**config.mk**
```make
export PLATFORM = sky130hd
export DESIGN_NAME = pulse_rate_meter_and_pacer
export DESIGN_NICKNAME = d
export VERILOG_FILES = /design/src/prmp_pkg.sv /design/src/pulse_rate_meter_and_pacer.sv /design/src/prmp_regs.sv /design/src/prmp_dpath.sv /design/src/prmp_ctrl.sv
export VERILOG_INCLUDE_DIRS = /design/src /design/src/src
export SDC_FILE = /design/constraint.sdc
export NUM_CORES = 1
export LEC_CHECK = 0
export BUFFER_PORTS_ARGS = -buffer_cell sky130_fd_sc_hd__clkbuf_2
export CAP_MARGIN = 20
export CORE_MARGIN = 5
export CORE_UTILIZATION = 57
export DETAILED_ROUTE_END_ITERATION = 12
export PLACE_DENSITY = 0.74
export SYNTH_ARGS = -nofsm -noshare
export SYNTH_HDL_FRONTEND = slang
export SYNTH_SLANG_ARGS = --single-unit
```
**constraint.sdc**
```tcl
create_clock -name clk -period 9.3 [get_ports clk]
set_input_delay 1.86 -clock clk [delete_from_list [all_inputs] [get_ports clk]]
set_output_delay 1.86 -clock clk [all_outputs]
set_load 0.01 [all_outputs]
```
**src/pulse_rate_meter_and_pacer_macros.svh**
```systemverilog
// assertion macros used by the prmp_ctrl module of the pulse rate meter and pacer
// expects clk and rst_n to be visible where a macro is used
`ifndef PULSE_RATE_METER_AND_PACER_MACROS_SVH
`define PULSE_RATE_METER_AND_PACER_MACROS_SVH

// same-cycle implication
`define PRMP_ASSERT_NOW(lbl, ante, cons) \
    lbl: assert property (@(posedge clk) disable iff (!rst_n) (ante) |-> (cons)) \
        else $error("prmp check failed");

// next-cycle implication
`define PRMP_ASSERT_NEXT(lbl, ante, cons) \
    lbl: assert property (@(posedge clk) disable iff (!rst_n) (ante) |=> (cons)) \
        else $error("prmp check failed");

`endif

```
**src/prmp_pkg.sv**
```systemverilog
// shared types and constants of the pulse rate meter and pacer
// no dependencies
package prmp_pkg;

    // parameter defaults
    localparam int SAMPLE_PHASE_LAST_DEF = 4;
    localparam int FRAME_LAST_INDEX_DEF  = 127;
    localparam int WINDOW_LAST_FRAME_DEF = 2;
    localparam int ADC_BITS_DEF          = 10;

    // field and state widths
    localparam int LEVEL_W    = 6;
    localparam int MARGIN_W   = 6;
    localparam int HIGH_W     = 8;
    localparam int INTERVAL_W = 11;
    localparam int BPM_W      = 12;
    localparam int PHASE_W    = 3;
    localparam int COUNT_W    = 16;
    localparam int SIDX_W     = 7;
    localparam int FIDX_W     = 2;
    localparam int BEATS_W    = 8;
    localparam int THRESH_W   = 8;

    // scaling and rate constants
    localparam int                  LEVEL_SCALE  = 40;
    localparam logic [9:0]          RATE_MULT    = 10'd625;
    localparam int                  RATE_SHIFT   = 6;
    localparam logic [INTERVAL_W-1:0] DIVIDEND   = 11'd1536;
    localparam int                  DIV_ITER     = INTERVAL_W;
    localparam int                  DIV_CNT_W    = 4;

    // reset values
    localparam logic [MARGIN_W-1:0]   PEAK_MARGIN_RST  = 6'd2;
    localparam logic [HIGH_W-1:0]     PACE_HIGH_RST    = 8'd25;
    localparam logic [INTERVAL_W-1:0] INTERVAL_MIN_RST = 11'd20;
    localparam logic [INTERVAL_W-1:0] INTERVAL_MAX_RST = 11'd300;
    localparam logic [BPM_W-1:0]      RATE_RST         = 12'd60;
    localparam logic [INTERVAL_W-1:0] INTERVAL_RST     = 11'd250;

    // apb register map
    localparam int APB_DATA_W = 32;
    localparam int APB_ADDR_W = 4;

    typedef enum logic [1:0] {
        REG_PEAK_MARGIN  = 2'd0,
        REG_PACE_HIGH    = 2'd1,
        REG_INTERVAL_MIN = 2'd2,
        REG_INTERVAL_MAX = 2'd3
    } reg_idx_t;

    typedef struct packed {
        logic [MARGIN_W-1:0]   peak_margin;
        logic [HIGH_W-1:0]     pace_high_ticks;
        logic [INTERVAL_W-1:0] interval_min;
        logic [INTERVAL_W-1:0] interval_max;
    } cfg_t;

    // controller to datapath
    typedef struct packed {
        logic tick;
        logic div_step;
    } dp_cmd_t;

    // datapath to controller
    typedef struct packed {
        logic div_needed;
        logic div_last;
    } dp_sts_t;

endpackage

```
**src/pulse_rate_meter_and_pacer.sv**
```systemverilog
// pulse rate meter and pacer, top level
// depends on prmp_pkg, prmp_regs, prmp_ctrl and prmp_dpath
//
// usage:
//   input channel in_valid/in_ready carries one timer tick with adc_sample per beat
//   output channel out_valid/out_ready returns one result beat per tick: pacing
//   level, sampling, beat and rate-update flags, scaled level and current beats per minute
//   apb port holds peak_margin, pace_high_ticks, interval_min, interval_max
//   at byte addresses 0, 4, 8, 12; write them only while no tick is in flight
//   latency: the result beat is valid the cycle after the tick is accepted
//   throughput: one tick per cycle; a tick that closes a rate window with a
//   nonzero beat count starts the serial interval divider, which holds in_ready
//   low while it produces the quotient, one quotient bit per cycle
//   reset clears all counters, sets the rate to 60 and the pacing interval to 250
//   a stalled receiver holds the result beat; in_ready stays high only while the
//   output register is empty or being drained in the same cycle
module pulse_rate_meter_and_pacer #(
    parameter int SAMPLE_PHASE_LAST = prmp_pkg::SAMPLE_PHASE_LAST_DEF,
    parameter int FRAME_LAST_INDEX  = prmp_pkg::FRAME_LAST_INDEX_DEF,
    parameter int WINDOW_LAST_FRAME = prmp_pkg::WINDOW_LAST_FRAME_DEF,
    parameter int ADC_BITS          = prmp_pkg::ADC_BITS_DEF
) (
    input  logic                              clk,
    input  logic                              rst_n,
    input  logic                              psel,
    input  logic                              penable,
    input  logic                              pwrite,
    input  logic [prmp_pkg::APB_ADDR_W-1:0]   paddr,
    input  logic [prmp_pkg::APB_DATA_W-1:0]   pwdata,
    output logic [prmp_pkg::APB_DATA_W-1:0]   prdata,
    output logic                              pready,
    input  logic                              in_valid,
    output logic                              in_ready,
    input  logic [ADC_BITS-1:0]               adc_sample,
    output logic                              out_valid,
    input  logic                              out_ready,
    output logic                              pace_level,
    output logic                              sample_taken,
    output logic [prmp_pkg::LEVEL_W-1:0]      scaled_level,
    output logic                              beat_seen,
    output logic                              rate_updated,
    output logic [prmp_pkg::BPM_W-1:0]        beats_per_minute
);

    prmp_pkg::cfg_t    cfg;
    prmp_pkg::dp_cmd_t cmd;
    prmp_pkg::dp_sts_t sts;

    prmp_regs u_regs (
        .clk     (clk),
        .rst_n   (rst_n),
        .psel    (psel),
        .penable (penable),
        .pwrite  (pwrite),
        .paddr   (paddr),
        .pwdata  (pwdata),
        .prdata  (prdata),
        .pready  (pready),
        .cfg     (cfg)
    );

    prmp_ctrl u_ctrl (
        .clk       (clk),
        .rst_n     (rst_n),
        .in_valid  (in_valid),
        .in_ready  (in_ready),
        .out_valid (out_valid),
        .out_ready (out_ready),
        .cmd       (cmd),
        .sts       (sts)
    );

    prmp_dpath #(
        .SAMPLE_PHASE_LAST (SAMPLE_PHASE_LAST),
        .FRAME_LAST_INDEX  (FRAME_LAST_INDEX),
        .WINDOW_LAST_FRAME (WINDOW_LAST_FRAME),
        .ADC_BITS          (ADC_BITS)
    ) u_dpath (
        .clk              (clk),
        .rst_n            (rst_n),
        .cfg              (cfg),
        .cmd              (cmd),
        .sts              (sts),
        .adc_sample       (adc_sample),
        .pace_level       (pace_level),
        .sample_taken     (sample_taken),
        .scaled_level     (scaled_level),
        .beat_seen        (beat_seen),
        .rate_updated     (rate_updated),
        .beats_per_minute (beats_per_minute)
    );

endmodule

```
**src/prmp_regs.sv**
```systemverilog
// apb configuration registers of the pulse rate meter and pacer
// depends on prmp_pkg
module prmp_regs (
    input  logic                              clk,
    input  logic                              rst_n,
    input  logic                              psel,
    input  logic                              penable,
    input  logic                              pwrite,
    input  logic [prmp_pkg::APB_ADDR_W-1:0]   paddr,
    input  logic [prmp_pkg::APB_DATA_W-1:0]   pwdata,
    output logic [prmp_pkg::APB_DATA_W-1:0]   prdata,
    output logic                              pready,
    output prmp_pkg::cfg_t                    cfg
);

    prmp_pkg::cfg_t     cfg_reg;
    prmp_pkg::cfg_t     cfg_next;
    prmp_pkg::reg_idx_t idx;
    logic               wr_en;

    assign pready = 1'b1;
    assign idx    = prmp_pkg::reg_idx_t'(paddr[3:2]);
    assign wr_en  = psel && penable && pwrite && pready;
    assign cfg    = cfg_reg;

    always_comb
    begin
        cfg_next = cfg_reg;
        if (wr_en)
        begin
            case (idx)
                prmp_pkg::REG_PEAK_MARGIN:
                    cfg_next.peak_margin = pwdata[prmp_pkg::MARGIN_W-1:0];
                prmp_pkg::REG_PACE_HIGH:
                    cfg_next.pace_high_ticks = pwdata[prmp_pkg::HIGH_W-1:0];
                prmp_pkg::REG_INTERVAL_MIN:
                    cfg_next.interval_min = pwdata[prmp_pkg::INTERVAL_W-1:0];
                prmp_pkg::REG_INTERVAL_MAX:
                    cfg_next.interval_max = pwdata[prmp_pkg::INTERVAL_W-1:0];
                default:
                    cfg_next = cfg_reg;
            endcase
        end
    end

    always_comb
    begin
        case (idx)
            prmp_pkg::REG_PEAK_MARGIN:
                prdata = prmp_pkg::APB_DATA_W'(cfg_reg.peak_margin);
            prmp_pkg::REG_PACE_HIGH:
                prdata = prmp_pkg::APB_DATA_W'(cfg_reg.pace_high_ticks);
            prmp_pkg::REG_INTERVAL_MIN:
                prdata = prmp_pkg::APB_DATA_W'(cfg_reg.interval_min);
            prmp_pkg::REG_INTERVAL_MAX:
                prdata = prmp_pkg::APB_DATA_W'(cfg_reg.interval_max);
            default:
                prdata = '0;
        endcase
    end

    always_ff @(posedge clk or negedge rst_n)
    begin
        if (!rst_n)
        begin
            cfg_reg.peak_margin     <= prmp_pkg::PEAK_MARGIN_RST;
            cfg_reg.pace_high_ticks <= prmp_pkg::PACE_HIGH_RST;
            cfg_reg.interval_min    <= prmp_pkg::INTERVAL_MIN_RST;
            cfg_reg.interval_max    <= prmp_pkg::INTERVAL_MAX_RST;
        end
        else
        begin
            cfg_reg <= cfg_next;
        end
    end

endmodule

```
**src/prmp_dpath.sv**
```systemverilog
// datapath: pacing counter, sampling, peak and beat tracking, rate and serial divider
// depends on prmp_pkg
module prmp_dpath #(
    parameter int SAMPLE_PHASE_LAST = prmp_pkg::SAMPLE_PHASE_LAST_DEF,
    parameter int FRAME_LAST_INDEX  = prmp_pkg::FRAME_LAST_INDEX_DEF,
    parameter int WINDOW_LAST_FRAME = prmp_pkg::WINDOW_LAST_FRAME_DEF,
    parameter int ADC_BITS          = prmp_pkg::ADC_BITS_DEF
) (
    input  logic                                clk,
    input  logic                                rst_n,
    input  prmp_pkg::cfg_t                      cfg,
    input  prmp_pkg::dp_cmd_t                   cmd,
    output prmp_pkg::dp_sts_t                   sts,
    input  logic [ADC_BITS-1:0]                 adc_sample,
    output logic                                pace_level,
    output logic                                sample_taken,
    output logic [prmp_pkg::LEVEL_W-1:0]        scaled_level,
    output logic                                beat_seen,
    output logic                                rate_updated,
    output logic [prmp_pkg::BPM_W-1:0]          beats_per_minute
);

    localparam int PROD_W = ADC_BITS + prmp_pkg::LEVEL_W;
    localparam logic [prmp_pkg::PHASE_W-1:0] PHASE_LAST =
        prmp_pkg::PHASE_W'(SAMPLE_PHASE_LAST);
    localparam logic [prmp_pkg::SIDX_W-1:0] SIDX_LAST =
        prmp_pkg::SIDX_W'(FRAME_LAST_INDEX);
    localparam logic [prmp_pkg::FIDX_W-1:0] FIDX_LAST =
        prmp_pkg::FIDX_W'(WINDOW_LAST_FRAME);

    // tick state
    logic [prmp_pkg::PHASE_W-1:0]    phase_reg, phase_next;
    logic [prmp_pkg::COUNT_W-1:0]    count_reg, count_next;
    logic [prmp_pkg::SIDX_W-1:0]     sidx_reg, sidx_next;
    logic [prmp_pkg::FIDX_W-1:0]     fidx_reg, fidx_next;
    logic [prmp_pkg::LEVEL_W-1:0]    peak_reg, peak_next;
    logic                            above_reg, above_next;
    logic [prmp_pkg::BEATS_W-1:0]    beats_reg, beats_next;
    logic [prmp_pkg::BPM_W-1:0]      rate_reg, rate_next;
    logic [prmp_pkg::INTERVAL_W-1:0] interval_reg, interval_next;
    logic                            pin_reg, pin_next;

    // divider state
    logic [prmp_pkg::BEATS_W-1:0]    divisor_reg, divisor_next;
    logic [prmp_pkg::BEATS_W-1:0]    rem_reg, rem_next;
    logic [prmp_pkg::INTERVAL_W-1:0] quo_reg, quo_next;
    logic [prmp_pkg::DIV_CNT_W-1:0]  dcnt_reg, dcnt_next;

    // result register
    logic                            pace_level_reg;
    logic                            sample_taken_reg;
    logic [prmp_pkg::LEVEL_W-1:0]    scaled_level_reg;
    logic                            beat_seen_reg;
    logic                            rate_updated_reg;
    logic [prmp_pkg::BPM_W-1:0]      bpm_reg;

    // combinational terms
    logic                            out_of_bounds;
    logic [prmp_pkg::INTERVAL_W:0]   pulse_end;
    logic                            pulse_start_hit;
    logic                            pulse_end_hit;
    logic                            pace_restart;
    logic                            sample;
    logic [PROD_W-1:0]               scale_prod;
    logic [prmp_pkg::LEVEL_W-1:0]    level;
    logic [prmp_pkg::LEVEL_W-1:0]    peak_upd;
    logic [prmp_pkg::THRESH_W-1:0]   threshold;
    logic                            beat;
    logic [prmp_pkg::BEATS_W-1:0]    beats_inc;
    logic                            frame_end;
    logic                            window_end;
    logic [17:0]                     rate_prod;
    logic [prmp_pkg::BEATS_W:0]      rem_shift;
    logic                            rem_fits;

    // pacing
    assign out_of_bounds = (interval_reg > cfg.interval_max) || (interval_reg < cfg.interval_min);
    assign pulse_end     = {1'b0, interval_reg}
                         + (prmp_pkg::INTERVAL_W + 1)'(cfg.pace_high_ticks);
    assign pulse_start_hit = count_reg >= prmp_pkg::COUNT_W'(interval_reg);
    assign pulse_end_hit   = count_reg >= prmp_pkg::COUNT_W'(pulse_end);
    assign pace_restart    = !out_of_bounds && pulse_start_hit && pulse_end_hit;

    always_comb
    begin
        pin_next = pin_reg;
        if (out_of_bounds)
            pin_next = 1'b1;
        else if (pulse_start_hit)
            pin_next = !pulse_end_hit;
    end

    assign count_next = (pace_restart ? prmp_pkg::COUNT_W'(cfg.pace_high_ticks) : count_reg)
                      + prmp_pkg::COUNT_W'(1);

    // sampling and peak tracking; adc*40 as two shifted adds
    assign sample     = phase_reg >= PHASE_LAST;
    assign scale_prod = (PROD_W'(adc_sample) << 5) + (PROD_W'(adc_sample) << 3);
    assign level      = scale_prod[ADC_BITS +: prmp_pkg::LEVEL_W];
    assign peak_upd   = (level >= peak_reg) ? level : peak_reg;
    assign threshold  = prmp_pkg::THRESH_W'(peak_upd) - prmp_pkg::THRESH_W'(cfg.peak_margin);
    assign beat       = sample && !above_reg && (prmp_pkg::THRESH_W'(level) > threshold);
    assign beats_inc  = beat ? beats_reg + prmp_pkg::BEATS_W'(1) : beats_reg;
    assign frame_end  = sample && (sidx_reg >= SIDX_LAST);
    assign window_end = frame_end && (fidx_reg == FIDX_LAST);
    assign rate_prod  = 18'(beats_inc) * 18'(prmp_pkg::RATE_MULT);

    always_comb
    begin
        above_next = above_reg;
        if (sample)
        begin
            if (beat)
                above_next = 1'b1;
            else if (above_reg && (prmp_pkg::THRESH_W'(level) <= threshold))
                above_next = 1'b0;
        end
    end

    assign phase_next = sample ? prmp_pkg::PHASE_W'(1) : phase_reg + prmp_pkg::PHASE_W'(1);
    assign peak_next  = frame_end ? '0 : (sample ? peak_upd : peak_reg);
    assign beats_next = window_end ? '0 : beats_inc;
    assign rate_next  = window_end ? rate_prod[prmp_pkg::RATE_SHIFT +: prmp_pkg::BPM_W]
                                   : rate_reg;

    always_comb
    begin
        sidx_next = sidx_reg;
        fidx_next = fidx_reg;
        if (sample)
            sidx_next = frame_end ? prmp_pkg::SIDX_W'(1) : sidx_reg + prmp_pkg::SIDX_W'(1);
        if (frame_end)
            fidx_next = (fidx_reg >= FIDX_LAST) ? '0 : fidx_reg + prmp_pkg::FIDX_W'(1);
    end

    // restoring divider, one quotient bit per step
    assign rem_shift = {rem_reg, quo_reg[prmp_pkg::INTERVAL_W-1]};
    assign rem_fits  = rem_shift >= {1'b0, divisor_reg};

    always_comb
    begin
        divisor_next  = divisor_reg;
        rem_next      = rem_reg;
        quo_next      = quo_reg;
        dcnt_next     = dcnt_reg;
        interval_next = interval_reg;
        if (cmd.tick && window_end)
        begin
            divisor_next = beats_inc;
            rem_next     = '0;
            quo_next     = prmp_pkg::DIVIDEND;
            if (beats_inc == '0)
                interval_next = '0;
            else
                dcnt_next = prmp_pkg::DIV_CNT_W'(prmp_pkg::DIV_ITER);
        end
        else if (cmd.div_step)
        begin
            rem_next  = rem_fits ? prmp_pkg::BEATS_W'(rem_shift - {1'b0, divisor_reg})
                                 : rem_shift[prmp_pkg::BEATS_W-1:0];
            quo_next  = {quo_reg[prmp_pkg::INTERVAL_W-2:0], rem_fits};
            dcnt_next = dcnt_reg - prmp_pkg::DIV_CNT_W'(1);
            if (sts.div_last)
                interval_next = quo_next;
        end
    end

    assign sts.div_needed = window_end && (beats_inc != '0);
    assign sts.div_last   = dcnt_reg == prmp_pkg::DIV_CNT_W'(1);

    always_ff @(posedge clk or negedge rst_n)
    begin
        if (!rst_n)
        begin
            phase_reg    <= '0;
            count_reg    <= '0;
            sidx_reg     <= '0;
            fidx_reg     <= '0;
            peak_reg     <= '0;
            above_reg    <= 1'b0;
            beats_reg    <= '0;
            rate_reg     <= prmp_pkg::RATE_RST;
            pin_reg      <= 1'b0;
            interval_reg <= prmp_pkg::INTERVAL_RST;
            dcnt_reg     <= '0;
        end
        else
        begin
            if (cmd.tick)
            begin
                phase_reg <= phase_next;
                count_reg <= count_next;
                sidx_reg  <= sidx_next;
                fidx_reg  <= fidx_next;
                peak_reg  <= peak_next;
                above_reg <= above_next;
                beats_reg <= beats_next;
                rate_reg  <= rate_next;
                pin_reg   <= pin_next;
            end
            interval_reg <= interval_next;
            dcnt_reg     <= dcnt_next;
        end
    end

    always_ff @(posedge clk)
    begin
        divisor_reg <= divisor_next;
        rem_reg     <= rem_next;
        quo_reg     <= quo_next;
        if (cmd.tick)
        begin
            pace_level_reg   <= pin_next;
            sample_taken_reg <= sample;
            scaled_level_reg <= sample ? level : '0;
            beat_seen_reg    <= beat;
            rate_updated_reg <= window_end;
            bpm_reg          <= rate_next;
        end
    end

    assign pace_level       = pace_level_reg;
    assign sample_taken     = sample_taken_reg;
    assign scaled_level     = scaled_level_reg;
    assign beat_seen        = beat_seen_reg;
    assign rate_updated     = rate_updated_reg;
    assign beats_per_minute = bpm_reg;

endmodule

```
**src/prmp_ctrl.sv**
```systemverilog
// controller: handshakes, result valid and divider sequencing
// depends on prmp_pkg and pulse_rate_meter_and_pacer_macros.svh
`include "pulse_rate_meter_and_pacer_macros.svh"

module prmp_ctrl (
    input  logic                clk,
    input  logic                rst_n,
    input  logic                in_valid,
    output logic                in_ready,
    output logic                out_valid,
    input  logic                out_ready,
    output prmp_pkg::dp_cmd_t   cmd,
    input  prmp_pkg::dp_sts_t   sts
);

    typedef enum logic [1:0] {
        ST_IDLE = 2'b01,
        ST_DIV  = 2'b10
    } state_t;

    state_t state_reg, state_next;
    logic   out_valid_reg, out_valid_next;
    logic   accept;

    assign in_ready = (state_reg == ST_IDLE) && (!out_valid_reg || out_ready);
    assign accept   = in_valid && in_ready;

    assign cmd.tick     = accept;
    assign cmd.div_step = state_reg == ST_DIV;

    always_comb
    begin
        state_next = state_reg;
        case (state_reg)
            ST_IDLE:
            begin
                if (accept && sts.div_needed)
                    state_next = ST_DIV;
            end
            ST_DIV:
            begin
                if (sts.div_last)
                    state_next = ST_IDLE;
            end
            default:
                state_next = ST_IDLE;
        endcase
    end

    // result beat waits in the output register until taken
    always_comb
    begin
        if (accept)
            out_valid_next = 1'b1;
        else if (out_ready)
            out_valid_next = 1'b0;
        else
            out_valid_next = out_valid_reg;
    end

    assign out_valid = out_valid_reg;

    always_ff @(posedge clk or negedge rst_n)
    begin
        if (!rst_n)
        begin
            state_reg     <= ST_IDLE;
            out_valid_reg <= 1'b0;
        end
        else
        begin
            state_reg     <= state_next;
            out_valid_reg <= out_valid_next;
        end
    end

    `PRMP_ASSERT_NOW(a_no_accept_while_dividing, state_reg == ST_DIV, !in_ready)
    `PRMP_ASSERT_NEXT(a_accept_gives_result, accept, out_valid_reg)
    `PRMP_ASSERT_NOW(a_div_last_only_dividing, sts.div_last, state_reg == ST_DIV)
    `PRMP_ASSERT_NOW(a_accept_needs_free_output, accept, !out_valid_reg || out_ready)

endmodule
```
==> results of run 1 <==
-- synthesized netlist by cell type, drive strengths merged (8+ instances only) --
cell type	count
a211oi	9
a21o	19
a21oi	61
a22o	12
a31oi	11
and2	9
and3	13
buf	35
clkbuf	23
dfrtp	89
dfstp	21
dfxtp	19
edfxtp	30
fa	12
ha	129
inv	109
mux2	50
mux2i	24
nand2	109
nand2b	8
nand3	30
nand4	16
nor2	59
nor2b	16
nor3	14
o21a	11
o21ai	62
xnor2	29
xor2	19
-- where the power goes --
part,total [W],internal [W],switching [W]
clock,0.000710,0.000422,0.000289
combinational,0.00173,0.000851,0.000878
sequential,0.000950,0.000829,0.000121
-- through the flow --
| stage | TNS (ns) | worst slack (ns) | utilization (%) |
|---|---|---|---|
| 4_1_cts | -8.70 | -0.727 | 68.9 |
| 6_report | -11.41 | -0.874 | 70.5 |
| 3_5_place_dp | -23.07 | -1.54 | 64.7 |
| 3_3_place_gp | -19.06 | -1.34 | 64.7 |
| 5_1_grt | -17.25 | -1.19 | 70.5 |
| 2_1_floorplan | -12.59 | -1.00 | - |
-- area by class of cell --
type,count,area share (%)
inverters,110,3.07
repair buffers,176,8.83
flip-flops and latches,159,29.8
multi-input cells,834,51.6
well taps,265,2.43
clock inverters,11,1.06
clock buffers,21,3.23
-- per-layer routing --
metal,GRT usage (%),wire (microns),up-vias
met3,3.60,864,64
li1,-,-,4307
met2,40.7,13600,207
met4,8.01,703,0
met5,0,0,-
met1,30.0,11600,4362
-- kinds of logic (layout without fill, tap and decap cells) --
family	after synthesis	after routing	synth area share (%)
compound gates	231	231	13.9
xor+xnor	48	48	4.00
fa+ha+maj	141	141	16.6
buf+inv	168	318	6.65
flops	159	159	36.4
mux	80	80	8.41
other cells	2	22	0.0673
simple gates	312	312	13.9
-- worst reg2reg max path: cells and delay by family, from the launching register on --
family | cells | cell delay, ns
mux | 2 | 0.62
xor+xnor | 3 | 0.46
compound gates | 13 | 2.52
buf+inv | 4 | 0.43
flops | 1 | 0.40
fa+ha+maj | 8 | 2.49
simple gates | 6 | 0.77
-- repair_timing --
item / in CTS / in global routing
buffers inserted: 13 / 9
resized for setup: 27 / 40
endpoints found under the setup margin: 21 / 22
pin swaps: 31 / 17
gates cloned: 0 / 0
endpoints found under the hold margin: 0 / 0
-- worst paths after layout --
check	startpoint	to	cells after the start
min in group asynchronous	rst_n	u_regs.cfg[10]$_DFFE_PN0P_	1
max in group asynchronous	rst_n	u_dpath.dcnt_reg[2]$_DFFE_PN0P_	2
setup reg to reg	u_dpath.peak_reg[0]$_DFFE_PN0P_	u_dpath.beats_per_minute[10]$_DFFE_PP_	36
setup / recovery	adc_sample[1]	u_dpath.beats_per_minute[10]$_DFFE_PP_	42
hold / removal	u_dpath.rate_reg[3]$_DFFE_PN1P_	u_dpath.rate_reg[3]$_DFFE_PN1P_	2
hold reg to reg	u_dpath.rate_reg[3]$_DFFE_PN1P_	u_dpath.rate_reg[3]$_DFFE_PN1P_	2
==> impl_metrics.json, run 1 <==
{
  "regArea_sq_um": 4060,
  "ant_nets": 0,
  "numPortBuffers": 64,
  "p_per_area_nw_per_um2": 249,
  "cts.clk_slew.worst_paths_ns": 0.06,
  "startpoint_type": "input pin",
  "drv_slew": 0,
  "tritoncts": "built",
  "yosys_warnings": 0,
  "max-cap-violations": 0,
  "placed_area_sq_um": 12500,
  "gp_congestion": 0.853,
  "dp_cells": 1522,
  "design_area_sq_um": 13600,
  "wl_per_cell_microns": 17.0,
  "drc": 0,
  "hold_path_class": "flop to flop",
  "final-setup-viol-count": 20,
  "rows": 51,
  "finalPower_w": 0.00339,
  "timing.final.crit_share_pct": 109,
  "antenna_found_initial": 0,
  "skew_ns": 0.0112,
  "path_delay_family": "compound AO/OA/AOI/OAI gates",
  "tightestPinTransition_ns": 1.02,
  "cp-end-kind": "flop",
  "fmax_mhz": 98.3,
  "ys_ff_latch": 159,
  "clock-sinks": 159,
  "hold_slack_ns": 0.463,
  "final_cell_mix": "113 x ha_1, 108 x buf_4, 106 x nand2_1",
  "crit_top_cell": "a21o_1",
  "clkLatencyLatePin_ns": 0.43,
  "die_w_microns": 150,
  "yosys-top-cells-area": "dfrtp_1 20%, ha_1 14%, edfxtp_1 8.1%",
  "cpPeakStageDelay_ns": 0.52,
  "clockBufferDepth": 2,
  "first_pass_iters": 6,
  "crit_type": "input pin to flop",
  "fp.dieH_microns": 150,
  "largest_reg_flops": 36,
  "rsz0062_at_grt": "yes",
  "ioPinCount": 110,
  "required_ns": 9.48,
  "layout_commonest_cell": "ha_1",
  "die_area_sq_um": 22500,
  "layout_setup_ws_ns": -0.874,
  "dpl.hpwl_microns": 17900,
  "grt_usage_pct": 23.5,
  "start_util_pct": 57.7,
  "syn_inst": 1141,
  "core_area_sq_um": 19300,
  "ys_seq_area_share_pct": 36.4,
  "fin_cells": 1576,
  "synth_edf_count": 30,
  "grt_pass1_wl_microns": 43000,
  "drtIter0Drc": 451,
  "wirelength_microns": 26800,
  "htreeDepth": 4,
  "arrival_ns": 10.36,
  "irDropWorstVdd_mv": 0.153,
  "viasPerCell": 5.67,
  "area_delta_synth_final_pct": 22.2,
  "fillers": 1364,
  "clockRootBuffer": "clkbuf_16",
  "outcome": "finished, violations left",
  "cp_max_fo": 5,
  "hold_violations": 0,
  "synth_flop_cell": "dfrtp_1",
  "gr-total-overflow": 0,
  "async_flop_share_pct": 69.2,
  "p_leak_nw": 6.56,
  "synth_area_per_cell_sq_um": 9.78,
  "vias": 8940,
  "grt_start_max_net_pins": 74,
  "cpMaxStageDelayCell": "fa_1",
  "ys_types": 85,
  "synthDominantCellAreaShare_pct": 20.0,
  "fin_crit_ns": 10.17,
  "netlist_area_sq_um": 11200,
  "violations": "negative setup slack",
  "cts_hold_buf": 0,
  "finalNetCount": 1492,
  "diodes": 0,
  "cts_made_buffers": 17,
  "slew_headroom_pct": 32.0,
  "multi_input_area_sq_um": 7030,
  "first_global_vias": 8946,
  "reg2reg_slack_ns": 1.37,
  "cp.buffers_inverters": 5,
  "synth_top_area_cell": "dfrtp_1",
  "drive_gt1_share_pct": 29.9
}
(Power assumes the default switching activity.)
==> run 2, diff against run 1 <==
- CORE_ASPECT_RATIO: default -> 0.7
==> run 2 against run 1 <==
Net effect: the run still ends with negative setup slack left; fmax decreased by 0.51%; clock power up 7.6%; setup slack lost 0.052 ns; largest power group unchanged; first-iteration DRC count up 72%; register-to-register slack worse by 0.07 ns.
==> impl_metrics.json, run 2 (synthesis results as in run 1) <==
{
  "skew_ns": 0.0127,
  "hold_path_class": "flop to flop",
  "design_area_sq_um": 13900,
  "irDropWorstVdd_mv": 0.164,
  "gr-total-overflow": 0,
  "p_int_w": 0.00217,
  "area_delta_synth_final_pct": 24.8,
  "drv_slew": 0,
  "hold_slack_ns": 0.477,
  "largest_reg_flops": 36,
  "ant_nets": 0,
  "gp_congestion": 0.866,
  "r2r_end": "u_dpath.dcnt_reg[0]$_DFFE_PN0P_",
  "netSwitchingFraction_pct": 38.7,
  "p_leak_nw": 6.72,
  "reg2reg_slack_ns": 1.30,
  "startpoint_type": "input pin",
  "tightestPinTransition_ns": 1.01,
  "cpMaxStageDelayCell": "or4_4",
  "fin_cells": 1594,
  "clockRootBuffer": "clkbuf_16",
  "final_cell_mix": "116 x ha_1, 114 x buf_4, 105 x nand2_1",
  "core_area_sq_um": 19100,
  "drc": 0,
  "grt_start_max_net_pins": 66,
  "reg2reg_depth": 50,
  "cpPeakStageDelay_ns": 0.45,
  "violations": "negative setup slack",
  "required_ns": 9.67,
  "slew_headroom_pct": 32.4,
  "viasPerCell": 5.76,
  "tritoncts": "built",
  "clock-sinks": 159,
  "drtIter0Drc": 777,
  "grt_pass1_wl_microns": 45600,
  "first_pass_iters": 7,
  "first_global_vias": 9183,
  "cp-end-kind": "flop",
  "grt_usage_pct": 25.1,
  "ioPinCount": 110,
  "fin_crit_ns": 10.23,
  "arrival_ns": 10.60,
  "wl_per_cell_microns": 18.2,
  "p_clk_share_pct": 21.6,
  "max-cap-violations": 0,
  "layout_setup_ws_ns": -0.926,
  "cts_made_buffers": 17,
  "htreeDepth": 4,
  "layout_commonest_cell": "ha_1",
  "cp_max_fo": 7,
  "rows": 42,
  "crit_top_cell": "buf_4",
  "wirelength_microns": 29000,
  "start_util_pct": 58.5,
  "cts.clk_slew.worst_paths_ns": 0.07,
  "antenna_found_initial": 0,
  "numPortBuffers": 64,
  "p_per_area_nw_per_um2": 255,
  "final-setup-viol-count": 38,
  "vias": 9175,
  "placed_area_sq_um": 12500,
  "fmax_mhz": 97.8,
  "clockBufferDepth": 2,
  "crit_start": "adc_sample[1]",
  "die_w_microns": 177,
  "rsz0062_at_grt": "yes",
  "dpl.hpwl_microns": 18300,
  "dp_cells": 1519,
  "drive_gt1_share_pct": 31.5,
  "die_area_sq_um": 22500,
  "reg2reg_from": "u_dpath.peak_reg[0]$_DFFE_PN0P_",
  "power_switching_w": 0.00137,
  "finalNetCount": 1511,
  "clkLatencyLatePin_ns": 0.44,
  "share_seq_of_total_power_pct": 27.1,
  "diodes": 0,
  "p_comb_share_pct": 51.4,
  "timing.final.crit_share_pct": 110,
  "crit_type": "input pin to flop",
  "cp-endpoint": "u_dpath.dcnt_reg[0]$_DFFE_PN0P_",
  "fp.dieH_microns": 127,
  "outcome": "finished, violations left",
  "tns_ns": -27.12,
  "hold_violations": 0
}
-- run 2: changes by cell type in the layout (fill, tap and decap cells not counted), sizes merged --
cell	delta
clkinv	-4
buf	+16
inv	+6
clkbuf	+2
clkinvlp	-1
-- run 2: worst min path at each step --
stage / to / slack, ns / startpoint / depth (start not counted)
after floorplan: u_dpath.quo_reg[9]$_SDFFE_PP1P_ / 0.43 / u_dpath.quo_reg[8]$_SDFFE_PP0P_ / 2
after global placement: u_dpath.rate_reg[4]$_DFFE_PN1P_ / 0.45 / u_dpath.rate_reg[4]$_DFFE_PN1P_ / 2
after detailed placement: u_dpath.rate_reg[3]$_DFFE_PN1P_ / 0.45 / u_dpath.rate_reg[3]$_DFFE_PN1P_ / 2
after CTS: u_dpath.rate_reg[3]$_DFFE_PN1P_ / 0.46 / u_dpath.rate_reg[3]$_DFFE_PN1P_ / 2
after global routing: u_dpath.rate_reg[3]$_DFFE_PN1P_ / 0.49 / u_dpath.rate_reg[3]$_DFFE_PN1P_ / 2
final: u_dpath.quo_reg[1]$_SDFFE_PP0P_ / 0.48 / u_dpath.quo_reg[1]$_SDFFE_PP0P_ / 2
-- run 2: critical path, delay by kind of cell --
family	cells	cell delay, ns
adder cells (fa/ha/maj)	4	1.01
AND/OR/NAND/NOR	8	1.47
AO/OA/AOI/OAI	11	1.86
XOR/XNOR	2	0.38
buffers and inverters	30	3.68
multiplexers	1	0.32
-- run 2: metal layers --
| metal | vias up | track usage [%] | part of all wire [%] |
|---|---|---|---|
| li1 | 4355 | - | - |
| met1 | 4461 | 35.4 | 46 |
| met2 | 286 | 38.9 | 46 |
| met3 | 73 | 4.99 | 5.4 |
| met4 | 0 | 8.87 | 2.7 |
| met5 | - | 0 | 0 |
-- run 2: power groups by stage --
stage,Sequential [W],Clock (W),Combinational (W)
2_1_floorplan,0.000922,0,0.00107
3_3_place_gp,0.000959,0,0.00145
3_5_place_dp,0.000960,0,0.00151
4_1_cts,0.000952,0.000769,0.00162
5_1_grt,0.000974,0.000804,0.00199
6_report,0.000960,0.000764,0.00182
-- run 2: layout make-up --
type                    count  area [sq um]
clock buffers              20           467
inverters                 110           420
repair buffers            195          1400
clock inverters            12           170
flip-flops and latches    159          4060
well taps                 264           330
fillers                  1304          5160
multi-input cells         834          7070
-- run 2: repair_timing --
action                                  CTS  global route
gates cloned                              0             1
endpoints found under the setup margin   21            39
hold buffers                              0             0
gates resized for setup                  45            38
endpoints found under the hold margin     0             0
pin swaps                                32            30
setup buffers                            35             9
-- run 2: per-stage QoR --
step / setup slack, ns / util [%] / total power (W)
2_1_floorplan: -1.00 / - / 0.00199
3_3_place_gp: -1.32 / 65.4 / 0.00241
3_5_place_dp: -1.46 / 65.4 / 0.00247
4_1_cts: -0.618 / 71.4 / 0.00334
5_1_grt: -1.18 / 73.0 / 0.00377
6_report: -0.926 / 73.0 / 0.00354
==> run 3, diff against run 2 <==
- CORE_ASPECT_RATIO: 0.7 -> 1.1
==> run 3 against run 2 <==
Net effect: the flow still finishes with violations (negative setup slack); total power fell by 4.1%; critical path type unchanged; design area fell by 2.0%; global-route usage fell by 0.72 points; final cell count fell by 2.1%; largest power group unchanged; via count fell by 1.9%; clock power fell by 5.5%; sequential share of layout area rose by 0.58 points; highest routed layer unchanged.
==> impl_metrics.json, run 3 (synthesis results as in run 1) <==
{
  "cts_made_buffers": 17,
  "wirelength_microns": 26900,
  "start_util_pct": 58.2,
  "first_global_vias": 9178,
  "irDropWorstVdd_mv": 0.165,
  "antenna_found_initial": 0,
  "tritoncts": "built",
  "placed_area_sq_um": 12500,
  "crit_top_cell": "a21o_1",
  "outcome": "finished, violations left",
  "fillers": 1336,
  "required_ns": 9.49,
  "die_area_sq_um": 22500,
  "drive_gt1_share_pct": 30.4,
  "cp.buffers_inverters": 4,
  "fmax_mhz": 97.4,
  "die_w_microns": 143,
  "ant_nets": 0,
  "cpMaxStageDelayCell": "fa_1",
  "grt_start_max_net_pins": 61,
  "timing.final.crit_share_pct": 110,
  "cp-end-kind": "flop",
  "hold_depth": 2,
  "layout_setup_ws_ns": -0.970,
  "gr-total-overflow": 0,
  "rows": 53,
  "arrival_ns": 10.46,
  "cts.clk_slew.worst_paths_ns": 0.07,
  "fin_crit_ns": 10.27,
  "drtIter0Drc": 515,
  "tightestPinTransition_ns": 0.990,
  "fin_util_pct": 71.2,
  "slew_headroom_pct": 33.9,
  "max-cap-violations": 0,
  "gp_congestion": 0.836,
  "drv_slew": 0,
  "regArea_sq_um": 4060,
  "skew_ns": 0.00866,
  "viasPerCell": 5.77,
  "numPortBuffers": 64,
  "cp_max_fo": 5,
  "cp.depth": 41,
  "p_leak_nw": 6.60,
  "htreeDepth": 4,
  "startpoint_type": "input pin",
  "violations": "negative setup slack",
  "drc": 0,
  "core_area_sq_um": 19200,
  "grt_pass1_wl_microns": 44200,
  "area_delta_synth_final_pct": 22.3,
  "crit_type": "input pin to flop",
  "p_per_area_nw_per_um2": 249,
  "finalNetCount": 1495,
  "dpl.hpwl_microns": 18600,
  "cpPeakStageDelay_ns": 0.53,
  "design_area_sq_um": 13600,
  "final_cell_mix": "116 x ha_1, 114 x buf_4, 106 x nand2_1",
  "largest_reg_flops": 36,
  "clockRootBuffer": "clkbuf_16",
  "hold_violations": 0,
  "clkLatencyLatePin_ns": 0.44,
  "path_delay_family": "compound AO/OA/AOI/OAI gates",
  "layout_commonest_cell": "ha_1",
  "finalPower_w": 0.00340,
  "diodes": 0,
  "final-setup-viol-count": 21,
  "clock-sinks": 159,
  "cts_hold_buf": 0,
  "first_pass_iters": 5,
  "rsz0062_at_grt": "yes",
  "ioPinCount": 110,
  "hold_path_class": "flop to flop",
  "wl_per_cell_microns": 17.3,
  "reg2reg_depth": 35,
  "grt_usage_pct": 24.4,
  "vias": 9001,
  "fp.dieH_microns": 157,
  "multi_input_area_sq_um": 7040,
  "clockBufferDepth": 2
}
-- run 3: what timing repair did --
action	CTS	global route
gates resized for setup	45	24
pin swaps	54	32
endpoints found under the setup margin	21	22
hold endpoints to repair	0	0
setup buffers	13	12
-- run 3: cell type report --
type                    count  area share [%]
inverters                 110            3.04
clock inverters            15            1.29
flip-flops and latches    159            29.8
repair buffers            179            8.93
well taps                 247            2.27
clock buffers              17            3.12
multi-input cells         834            51.6
-- run 3: per-stage QoR --
stage          setup WS (ns)  instances  hold slack (ns)  setup TNS (ns)
5_1_grt                -1.26       1561            0.483          -18.85
3_5_place_dp           -1.64       1508            0.452          -24.63
6_report              -0.970       1561            0.461          -12.52
3_3_place_gp           -1.42       1508            0.446          -20.93
2_1_floorplan          -1.00       1161            0.431          -12.59
4_1_cts               -0.816       1551            0.464           -9.39
-- run 3: routing by layer --
| layer | share of wire (%) | GRT usage [%] |
|---|---|---|
| met4 | 3.0 | 8.48 |
| met3 | 3.1 | 3.73 |
| met1 | 41 | 29.5 |
| met5 | 0 | 0 |
| met2 | 52 | 43.9 |
-- run 3: final timing paths --
check | from | end | slack, ns
worst max register to register | u_dpath.peak_reg[0]$_DFFE_PN0P_ | u_dpath.beats_per_minute[10]$_DFFE_PP_ | 1.23
worst min register to register | u_dpath.rate_reg[5]$_DFFE_PN1P_ | u_dpath.rate_reg[5]$_DFFE_PN1P_ | 0.46
max in group asynchronous | rst_n | u_dpath.rate_reg[6]$_DFFE_PN0P_ | 6.62
worst min-delay path | u_dpath.rate_reg[5]$_DFFE_PN1P_ | u_dpath.rate_reg[5]$_DFFE_PN1P_ | 0.46
worst max-delay path | adc_sample[1] | u_dpath.beats_per_minute[10]$_DFFE_PP_ | -0.97
min in group asynchronous | rst_n | u_regs.cfg[21]$_DFFE_PN0P_ | 1.51
-- run 3: tightest hold or removal path: stages (launching register included) --
cell,delay (ns)
dfstp_2,0.37
nand2_1,0.05
nand2_1,0.05
-- run 3: power breakdown --
group	switching (W)	leakage, nW	internal [W]	total (W)
Clock	0.000316	0.290	0.000405	0.000722
Combinational	0.000864	4.53	0.000860	0.00172
Sequential	0.000124	1.78	0.000829	0.000953
